File: src/hdl/lru_handle_pool_unit_macros.svh
// Assertion macros shared by the LRU handle pool RTL.
// Included by modules that carry concurrent checks; no other dependencies.
`ifndef LRU_HANDLE_POOL_UNIT_MACROS_SVH
`define LRU_HANDLE_POOL_UNIT_MACROS_SVH

// Implication checked on every rising edge outside reset
`define LHP_ASSERT_IMP(lbl, clk, rstn, ante, cons) \
    lbl: assert property (@(posedge clk) disable iff (!rstn) (ante) |-> (cons)) \
        else $error("lhp implication check failed");

// Invariant checked on every rising edge outside reset
`define LHP_ASSERT_HOLDS(lbl, clk, rstn, expr) \
    lbl: assert property (@(posedge clk) disable iff (!rstn) (expr)) \
        else $error("lhp invariant check failed");

`endif

File: src/hdl/lhp_pkg.sv
// Shared types and constants for the LRU handle pool.
// No dependencies; used by lhp_cell, lru_handle_pool_unit and tb_top.
package lhp_pkg;

    localparam int CAPACITY_DEF = 16;
    localparam int RANK_W_DEF   = 4;
    localparam int KEY_W        = 64;
    localparam int SLOT_W       = 4;
    localparam int CFG_W        = 5;
    localparam int DATA_W       = 32;
    localparam int PADDR_W      = 3;
    localparam int REG_IDX_W    = PADDR_W - 2;

    localparam logic [CFG_W-1:0]     MAX_ENTRIES_RST = CFG_W'(16);
    localparam logic [REG_IDX_W-1:0] REG_MAX_ENTRIES = '0;

    // Sequencer states
    typedef enum logic [1:0] {
        ST_IDLE,
        ST_CMP,
        ST_UPD
    } lhp_state_t;

    // Broadcast from the sequencer to every cell
    typedef struct packed {
        logic cmp_en;
        logic upd_en;
        logic hit;
        logic evict;
    } cell_ctrl_t;

    // Per-cell status back to the sequencer
    typedef struct packed {
        logic valid;
        logic match;
        logic victim;
        logic take;
    } cell_stat_t;

endpackage

File: src/hdl/lhp_cell.sv
// One pool entry: key, valid bit and recency rank, with local compare and update.
// Depends on lhp_pkg; chained through the free-slot priority signal.
module lhp_cell #(
    parameter int RANK_W = lhp_pkg::RANK_W_DEF
) (
    input  logic                     aclk,
    input  logic                     aresetn,
    input  lhp_pkg::cell_ctrl_t      ctrl,
    input  logic [lhp_pkg::KEY_W-1:0] key_i,
    input  logic [RANK_W-1:0]        occ_last,
    input  logic [RANK_W-1:0]        hit_rank,
    input  logic                     taken_i,
    output logic                     taken_o,
    output lhp_pkg::cell_stat_t      stat,
    output logic [lhp_pkg::KEY_W-1:0] key_o,
    output logic [RANK_W-1:0]        rank_o
);
    import lhp_pkg::*;

    logic              valid_reg;
    logic [KEY_W-1:0]  key_reg;
    logic [RANK_W-1:0] rank_reg;
    logic              match_reg;
    logic              victim_reg;
    logic              cand;
    logic              take;

    // Free-slot candidate: empty, or the entry being evicted
    assign cand    = !valid_reg || (ctrl.evict && victim_reg);
    assign take    = !ctrl.hit && cand && !taken_i;
    assign taken_o = taken_i || cand;

    assign stat.valid  = valid_reg;
    assign stat.match  = match_reg;
    assign stat.victim = victim_reg;
    assign stat.take   = take;
    assign key_o       = key_reg;
    assign rank_o      = rank_reg;

    // Compare stage: flag key match and oldest entry
    always_ff @(posedge aclk) begin
        if (!aresetn) begin
            match_reg  <= 1'b0;
            victim_reg <= 1'b0;
        end else if (ctrl.cmp_en) begin
            match_reg  <= valid_reg && (key_reg == key_i);
            victim_reg <= valid_reg && (rank_reg == occ_last);
        end
    end

    // Update stage: recency aging, eviction, install
    always_ff @(posedge aclk) begin
        if (!aresetn) begin
            valid_reg <= 1'b0;
            rank_reg  <= '0;
        end else if (ctrl.upd_en) begin
            if (ctrl.hit) begin
                if (match_reg) begin
                    rank_reg <= '0;
                end else if (valid_reg && (rank_reg < hit_rank)) begin
                    rank_reg <= rank_reg + RANK_W'(1);
                end
            end else if (take) begin
                valid_reg <= 1'b1;
                rank_reg  <= '0;
            end else if (ctrl.evict && victim_reg) begin
                valid_reg <= 1'b0;
                rank_reg  <= '0;
            end else if (valid_reg) begin
                rank_reg <= rank_reg + RANK_W'(1);
            end
        end
    end

    // Key payload, written only on install
    always_ff @(posedge aclk) begin
        if (ctrl.upd_en && take) begin
            key_reg <= key_i;
        end
    end

endmodule

File: src/hdl/lru_handle_pool_unit.sv
// LRU handle pool: a row of CAPACITY lhp_cell entries plus sequencer, config and output register.
// A request key is registered, compared in the compare state, and its result registered in the update state.
// The next request is accepted during the update state once the result register is free.
// The cell row sets both states: all keys compare together, then ranks update.
// Reset (aresetn, synchronous): pool empty, max_entries = 16, no result pending.
`include "lru_handle_pool_unit_macros.svh"

module lru_handle_pool_unit #(
    parameter int CAPACITY = lhp_pkg::CAPACITY_DEF
) (
    input  logic                         aclk,
    input  logic                         aresetn,
    // request channel
    input  logic                         s_valid,
    output logic                         s_ready,
    input  logic [lhp_pkg::KEY_W-1:0]    s_key,
    // result channel
    output logic                         m_valid,
    input  logic                         m_ready,
    output logic                         m_hit,
    output logic [lhp_pkg::SLOT_W-1:0]   m_slot,
    output logic                         m_evicted,
    output logic [lhp_pkg::KEY_W-1:0]    m_evicted_key,
    // configuration port
    input  logic                         psel,
    input  logic                         penable,
    input  logic                         pwrite,
    input  logic [lhp_pkg::PADDR_W-1:0]  paddr,
    input  logic [lhp_pkg::DATA_W-1:0]   pwdata,
    output logic [lhp_pkg::DATA_W-1:0]   prdata,
    output logic                         pready
);
    import lhp_pkg::*;

    localparam int RANK_W = (CAPACITY > 1) ? $clog2(CAPACITY) : 1;
    localparam int OCC_W  = $clog2(CAPACITY + 1);
    localparam int LIM_W  = (OCC_W > CFG_W) ? OCC_W : CFG_W;

    lhp_state_t        state_reg, state_next;
    logic [CFG_W-1:0]  max_entries_reg;
    logic [OCC_W-1:0]  occ_reg, occ_next;
    logic [KEY_W-1:0]  key_reg;
    logic              m_valid_reg;
    logic              m_hit_reg;
    logic [SLOT_W-1:0] m_slot_reg;
    logic              m_evicted_reg;
    logic [KEY_W-1:0]  m_evicted_key_reg;

    cell_ctrl_t        ctrl;
    cell_stat_t        stat    [CAPACITY];
    logic [KEY_W-1:0]  cell_key[CAPACITY];
    logic [RANK_W-1:0] cell_rank[CAPACITY];
    logic [CAPACITY:0] taken_chain;
    logic [CAPACITY-1:0] match_vec, victim_vec, valid_vec;

    logic              s_acc;
    logic              out_free;
    logic              cfg_wr;
    logic              any_hit;
    logic              at_limit;
    logic [LIM_W-1:0]  lim;
    logic [LIM_W-1:0]  cfg_ext;
    logic [OCC_W-1:0]  occ_m1;
    logic [RANK_W-1:0] occ_last;
    logic [RANK_W-1:0] hit_rank;
    logic [KEY_W-1:0]  victim_key;
    logic [SLOT_W-1:0] slot_sel;

    // Handshake
    assign out_free = !m_valid_reg || m_ready;
    assign s_ready  = (state_reg == ST_IDLE) || ((state_reg == ST_UPD) && out_free);
    assign s_acc    = s_valid && s_ready;

    // Configuration register
    assign pready = 1'b1;
    assign cfg_wr = psel && penable && pwrite;

    always_ff @(posedge aclk) begin
        if (!aresetn) begin
            max_entries_reg <= MAX_ENTRIES_RST;
        end else if (cfg_wr && (paddr[PADDR_W-1:2] == REG_MAX_ENTRIES)) begin
            max_entries_reg <= pwdata[CFG_W-1:0];
        end
    end

    always_comb begin
        prdata = '0;
        if (paddr[PADDR_W-1:2] == REG_MAX_ENTRIES) begin
            prdata = DATA_W'(max_entries_reg);
        end
    end

    // Effective limit, clamped to 1..CAPACITY
    assign cfg_ext = LIM_W'(max_entries_reg);
    always_comb begin
        if (cfg_ext == '0) begin
            lim = LIM_W'(1);
        end else if (cfg_ext > LIM_W'(CAPACITY)) begin
            lim = LIM_W'(CAPACITY);
        end else begin
            lim = cfg_ext;
        end
    end
    assign at_limit = (LIM_W'(occ_reg) >= lim) && (occ_reg != '0);
    assign occ_m1   = occ_reg - OCC_W'(1);
    assign occ_last = occ_m1[RANK_W-1:0];

    // Request key holding register
    always_ff @(posedge aclk) begin
        if (s_acc) begin
            key_reg <= s_key;
        end
    end

    // Sequencer: state register
    always_ff @(posedge aclk) begin
        if (!aresetn) begin
            state_reg <= ST_IDLE;
        end else begin
            state_reg <= state_next;
        end
    end

    // Sequencer: next state
    always_comb begin
        state_next = state_reg;
        unique case (state_reg)
            ST_IDLE: begin
                if (s_acc) state_next = ST_CMP;
            end
            ST_CMP: begin
                state_next = ST_UPD;
            end
            ST_UPD: begin
                if (out_free) state_next = s_acc ? ST_CMP : ST_IDLE;
            end
            default: state_next = ST_IDLE;
        endcase
    end

    // Sequencer: cell controls
    always_comb begin
        ctrl.cmp_en = 1'b0;
        ctrl.upd_en = 1'b0;
        unique case (state_reg)
            ST_IDLE: ;
            ST_CMP:  ctrl.cmp_en = 1'b1;
            ST_UPD:  ctrl.upd_en = out_free;
            default: ;
        endcase
        ctrl.hit   = any_hit;
        ctrl.evict = !any_hit && at_limit;
    end

    // Cell row
    assign taken_chain[0] = 1'b0;

    for (genvar i = 0; i < CAPACITY; i++) begin : g_cell
        lhp_cell #(
            .RANK_W (RANK_W)
        ) u_cell (
            .aclk     (aclk),
            .aresetn  (aresetn),
            .ctrl     (ctrl),
            .key_i    (key_reg),
            .occ_last (occ_last),
            .hit_rank (hit_rank),
            .taken_i  (taken_chain[i]),
            .taken_o  (taken_chain[i+1]),
            .stat     (stat[i]),
            .key_o    (cell_key[i]),
            .rank_o   (cell_rank[i])
        );
        assign match_vec[i]  = stat[i].match;
        assign victim_vec[i] = stat[i].victim;
        assign valid_vec[i]  = stat[i].valid;
    end

    // One-hot selects across the row: hit rank, victim key, slot
    always_comb begin
        hit_rank   = '0;
        victim_key = '0;
        slot_sel   = '0;
        for (int i = 0; i < CAPACITY; i++) begin
            if (stat[i].match) hit_rank = hit_rank | cell_rank[i];
            if (stat[i].victim && ctrl.evict) victim_key = victim_key | cell_key[i];
            if (stat[i].match || stat[i].take) slot_sel = slot_sel | SLOT_W'(i);
        end
    end
    assign any_hit = |match_vec;

    // Occupancy
    always_comb begin
        occ_next = occ_reg;
        if (ctrl.upd_en && !any_hit && !ctrl.evict) begin
            occ_next = occ_reg + OCC_W'(1);
        end
    end

    always_ff @(posedge aclk) begin
        if (!aresetn) begin
            occ_reg <= '0;
        end else begin
            occ_reg <= occ_next;
        end
    end

    // Result register
    always_ff @(posedge aclk) begin
        if (!aresetn) begin
            m_valid_reg <= 1'b0;
        end else if (ctrl.upd_en) begin
            m_valid_reg <= 1'b1;
        end else if (m_ready) begin
            m_valid_reg <= 1'b0;
        end
    end

    always_ff @(posedge aclk) begin
        if (ctrl.upd_en) begin
            m_hit_reg         <= any_hit;
            m_slot_reg        <= slot_sel;
            m_evicted_reg     <= ctrl.evict;
            m_evicted_key_reg <= victim_key;
        end
    end

    assign m_valid       = m_valid_reg;
    assign m_hit         = m_hit_reg;
    assign m_slot        = m_slot_reg;
    assign m_evicted     = m_evicted_reg;
    assign m_evicted_key = m_evicted_key_reg;

    // Checks
    `LHP_ASSERT_HOLDS(a_occ_matches_valid, aclk, aresetn, $countones(valid_vec) == occ_reg)
    `LHP_ASSERT_IMP(a_single_match, aclk, aresetn, state_reg == ST_UPD, $onehot0(match_vec))
    `LHP_ASSERT_IMP(a_single_victim, aclk, aresetn, state_reg == ST_UPD, $onehot0(victim_vec))
    `LHP_ASSERT_IMP(a_free_slot_on_miss, aclk, aresetn, ctrl.upd_en && !any_hit, taken_chain[CAPACITY])
    `LHP_ASSERT_IMP(a_hit_no_evict, aclk, aresetn, m_valid_reg, !(m_hit_reg && m_evicted_reg))

endmodule

File: config.mk
export PLATFORM = sky130hd
export DESIGN_NAME = lru_handle_pool_unit
export DESIGN_NICKNAME = d
export VERILOG_FILES = /design/src/hdl/lhp_pkg.sv /design/src/hdl/lhp_cell.sv /design/src/hdl/lru_handle_pool_unit.sv
export VERILOG_INCLUDE_DIRS = /design/src /design/src/hdl
export SDC_FILE = /design/constraint.sdc
export NUM_CORES = 2
export LEC_CHECK = 0
export ABC_AREA = 1
export ABC_CLOCK_PERIOD_IN_PS = 12100
export BUFFER_PORTS_ARGS = -buffer_cell sky130_fd_sc_hd__buf_2
export CAP_MARGIN = 0
export CORE_MARGIN = 8
export CORE_UTILIZATION = 25
export CTS_BUF_LIST = sky130_fd_sc_hd__clkbuf_4
export CTS_CLUSTER_DIAMETER = 200
export CTS_CLUSTER_SIZE = 8
export DETAILED_ROUTE_END_ITERATION = 10
export GPL_ROUTABILITY_DRIVEN = 0
export MAX_ROUTING_LAYER = met4
export PLACE_DENSITY_LB_ADDON = 0.08
export SYNTH_ARGS = -nofsm -noshare
export SYNTH_HDL_FRONTEND = slang
export SYNTH_HIERARCHICAL = 1
export SYNTH_SLANG_ARGS = --single-unit
File: constraint.sdc
create_clock -name aclk -period 12.1 [get_ports aclk]
set_input_delay 2.42 -clock aclk [delete_from_list [all_inputs] [get_ports aclk]]
set_output_delay 2.42 -clock aclk [all_outputs]
set_load 0.02 [all_outputs]
; Yosys cells after proc, flatten, opt, wreduce, memory -nomap -nowiden
; Index checks and enable logic that the tools add are counted.
[word_totals]
reg_bits = 1283
output_inout_bits = 105
[classes]
addsub = 18
magnitude_cmp = 18
n_eq_ne = 52
n_mux = 182
bitwise_logic = 32
reduce_logical = 274
[ops]
columns = operator, n
row1 = == test 64 bit, 16
row2 = 2-to-1 mux 64 bit, 16
row3 = OR 64 bit, 15
row4 = 2-to-1 mux 4 bit, 112
row5 = logical AND 1 bit, 120
row6 = AND reduction 3 bit, 32
row7 = adder 4 x 1 -> 4 bit (second input constant), 16
row8 = == test 4 bit, 16
row9 = less-than comparator 4 bit, 16
row10 = nonzero test 4 bit, 16
row11 = OR 4 bit, 15
row12 = != test 3 x 1 -> 1 bit (second input constant), 16
row13 = logical OR 1 bit, 47
row14 = 2-to-1 mux 1 bit, 40
row15 = zero test 1 bit, 34
row16 = nonzero test 2 bit, 17
row17 = OR reduction 16 bit, 1
row18 = 2-to-1 mux 5 bit, 3
row19 = 2-to-1 mux 2 bit, 6
row20 = 2-to-1 mux 3 bit, 4
row21 = OR reduction 8 bit, 1
row22 = case mux 2 bit (3 select lines), 1
row23 = adder 5 x 1 -> 5 bit (second input constant), 1
row24 = >= comparator 5 bit, 1
row25 = other kinds (12), 14

; Longest topological paths before layout
[logic_depth]
word_depth = 38
depth_mapped = 51
ltp_nobuf = 47

; Hierarchy
; The synthesis kept the hierarchy.
[by_module_without_submodules]
columns = mod, n_inst, cells_per_inst, area_per_inst_um2, seq_area_each_um2
row1 = lhp_cell at g_cell[14].u_cell ..., 11, 389, 3530.9, 2062.0
row2 = lru_handle_pool_unit, 1, 2959, 18134.9, 4284.1
row3 = lhp_cell at g_cell[0].u_cell ..., 5, 385, 3549.7, 2062.0

; Least setup slack after synthesis
; Ideal clock, no wire load.
[synth_path]
kind = input to register
from = in m_ready
to = reg g_cell[14].u_cell.key_reg[0], enable pin
setup_ns = 0.488
arrival_ns = 12.542
path_slack_ns = -0.930
path_stages = 4
cell_sequence = nor2_1 nor3_1 inv_1 nor2_1
[synth_rtl]
columns = item, line_no
row1 = "start, declared", lru_handle_pool_unit.sv:19  ; input logic m_ready,
row2 = "end signal, assigned", lhp_cell.sv:78  ; key_reg <= key_i;
row3 = "end, declared", lhp_cell.sv:21  ; logic [KEY_W-1:0] key_reg;

==> flow_summary_export.csv <==
group,metric,value,unit
synth,syn-cell-area,74600,um2
setup_path,path_buf_inv,22,
power,peakVddDrop,0.0577,mV
global_route,grt_pass1_wl,418,mm
drt,viasPerCell,4.65,
power,p_leak,34.5,nW
floorplan,rows,200,
setup_path,critPathLaunch,"occ_reg[0]$_SDFFE_PN0P_",
final_layout,areaGrowthSynthToFinish,9.30,%
synth,syn_area_per_cell,8.16,um2
setup_path,worstSetupPathDepth,45,
clock_network,clock_sinks,1283,
clock_network,clockBufferDepth,4,
setup_path,cp-start-kind,"flop",
place,port_buffers,153,
sta,maxSlewViolCount,0,
sta,fin_ws,3610,ps
floorplan,dieArea,316000,um2
drt,wl,289,mm
drt,drcViolationCount,0,
global_route,grt_max_degree,193,
setup_path,worst_setup_path_end_kind,"flop",
drt,wire_per_inst,21.8,um
place,placed_area,79700,um2
final_layout,final_area,81500,um2
sta,tightest_slew,1230,ps
setup_path,crit_path_max_incr_delay,730,ps
place,place_hpwl,193,mm
sta,setup_viol,0,
global_route,grt_overflow_total,0,
setup_path,slowest_stage,"buf_4",
setup_path,worstSetupPathType,"flop to flop",
clock_network,holdBufCountCts,0,
final_layout,multi_input_area,29700,um2
flow_run,drv_cap,0,
floorplan,ioPinCount,211,
power,power.density,101,nW/um2
clock_network,htreeDepth,4,
worst_hold_path,hold_path_depth,2,
floorplan,start_util,0.251,
clock_network,cts-resized-gates,0,
sta,finClkSkew,117,ps
worst_hold_path,hold_path_class,"flop to flop",
floorplan,fp.dieH,562,um
setup_path,crit_arrival,9330,ps
sta,rsz0062_at_grt,"no",
final_layout,largest_reg_flops,1024,
final_layout,fillers,32300,
drt,ant_nets,0,
sta,max_clock_freq,118,MHz
worst_hold_path,holdPathEnd,"cfg_ext[0]$_SDFFE_PN0P_",
place,place_ws,3680,ps
clock_network,cts.clk_slew.worst_paths,110,ps
global_route,grt_pass1_vias,59800,
final_layout,regArea,37300,um2
setup_path,r2r_start,"occ_reg[0]$_SDFFE_PN0P_",
setup_path,crit_family,"buffers and inverters",
synth,synthCells,9144,
floorplan,die_w,562,um
final_layout,fin_nets,9415,
setup_path,reg2reg_to,"g_cell[15].u_cell/key_o[57]$_DFFE_PP_",
sta,setup_tns,0,ps
sta,relSlewSlack,0.182,
sta,period_share,0.702,
drt,vias,61600,
setup_path,reg2reg_depth,45,
clock_network,cts_buffers,182,
drt,drtIter0Drc,4918,
clock_network,cts_post_setup_buffers_inserted,0,
clock_network,tritoncts,"built",
global_route,antenna_found_initial,25,
drt,firstDrtPassIters,6,
setup_path,r2r_slack,3610,ps
synth,ys_warn_count,6,
clock_network,clock_latency,1310,ps
sta,finalHoldViolCount,0,
worst_hold_path,hp-start,"cfg_ext[0]$_SDFFE_PN0P_",
setup_path,crit_required,12940,ps
final_layout,drive_gt1_frac,0.0856,
power,p_total,8.20,mW
sta,hold_slack,518,ps
status,outcome,"complete, no violations",
clock_network,ctsRootBufferMaster,"clkbuf_4",
floorplan,core,297000,um2
global_route,grt_usage,0.182,
sta,period_needed,8490,ps
setup_path,critPathMaxFanout,68,
==> cells in the final DEF (no fill, tap or decap), drive strengths merged, types with 3 or more instances in the layout <==
cell / instances
xor2: 276
nand4: 1144
a211oi: 17
nand3: 112
a22o: 7
nand2: 2434
o21a: 17
edfxtp: 1158
buf: 296
a221oi: 10
o22ai: 16
nor3: 33
dfxtp: 125
a21oi: 160
inv: 1562
xnor2: 129
conb: 30
a31o: 16
o21ai: 342
bufinv: 3
diode: 15
nor2: 1096
clkbuf: 223
ha: 72
==> final cells by class <==
type / count / area share
inverters: 1557 / 0.0717
clock inverters: 8 / 0.00134
clock buffers: 223 / 0.0205
repair buffers: 296 / 0.0231
multi-input cells: 5917 / 0.364
well taps: 3939 / 0.0605
flip-flops and latches: 1283 / 0.458
diodes: 15 / 0.000460
==> metrics by stage <==
step | instances | utilization
4_1_cts | 13200 | 0.275
3_5_place_dp | 13000 | 0.269
6_report | 13200 | 0.275
5_1_grt | 13200 | 0.275
3_3_place_gp | 13000 | 0.269
2_1_floorplan | 9172 | -
==> tightest hold or removal path: cells and delay by family, from the launching register on <==
| family | cells | cell delay (ps) |
|---|---|---|
| compound gates | 1 | 70 |
| buf+inv | 1 | 90 |
| flops | 1 | 320 |
==> where the power goes <==
group / leakage [nW] / internal [mW] / switching (mW)
Sequential: 11.5 / 4.84 / 0.0149
Combinational: 21.9 / 0.167 / 0.546
Clock: 1.09 / 0.899 / 1.73
==> worst max-delay path by stage <==
stage | to | slack, ps
finish | g_cell[15].u_cell/key_o[57]$_DFFE_PP_ | 3610
global placement | g_cell[15].u_cell/key_o[54]$_DFFE_PP_ | 3680
global route | g_cell[15].u_cell/key_o[57]$_DFFE_PP_ | 2910
detailed placement | g_cell[15].u_cell/key_o[54]$_DFFE_PP_ | 3680
CTS | g_cell[15].u_cell/key_o[57]$_DFFE_PP_ | 3530
floorplan | g_cell[14].u_cell/key_o[0]$_DFFE_PP_ | 2220
==> per-layer routing <==
| metal | vias up | share of wire | GRT usage |
|---|---|---|---|
| met5 | - | 0 | - |
| met4 | 0 | 0.025 | 0.0441 |
| met3 | 326 | 0.045 | 0.0197 |
| met2 | 1425 | 0.45 | 0.283 |
| met1 | 29600 | 0.48 | 0.253 |
| li1 | 30200 | - | - |
Note: power is estimated with default switching activity, not from simulation.
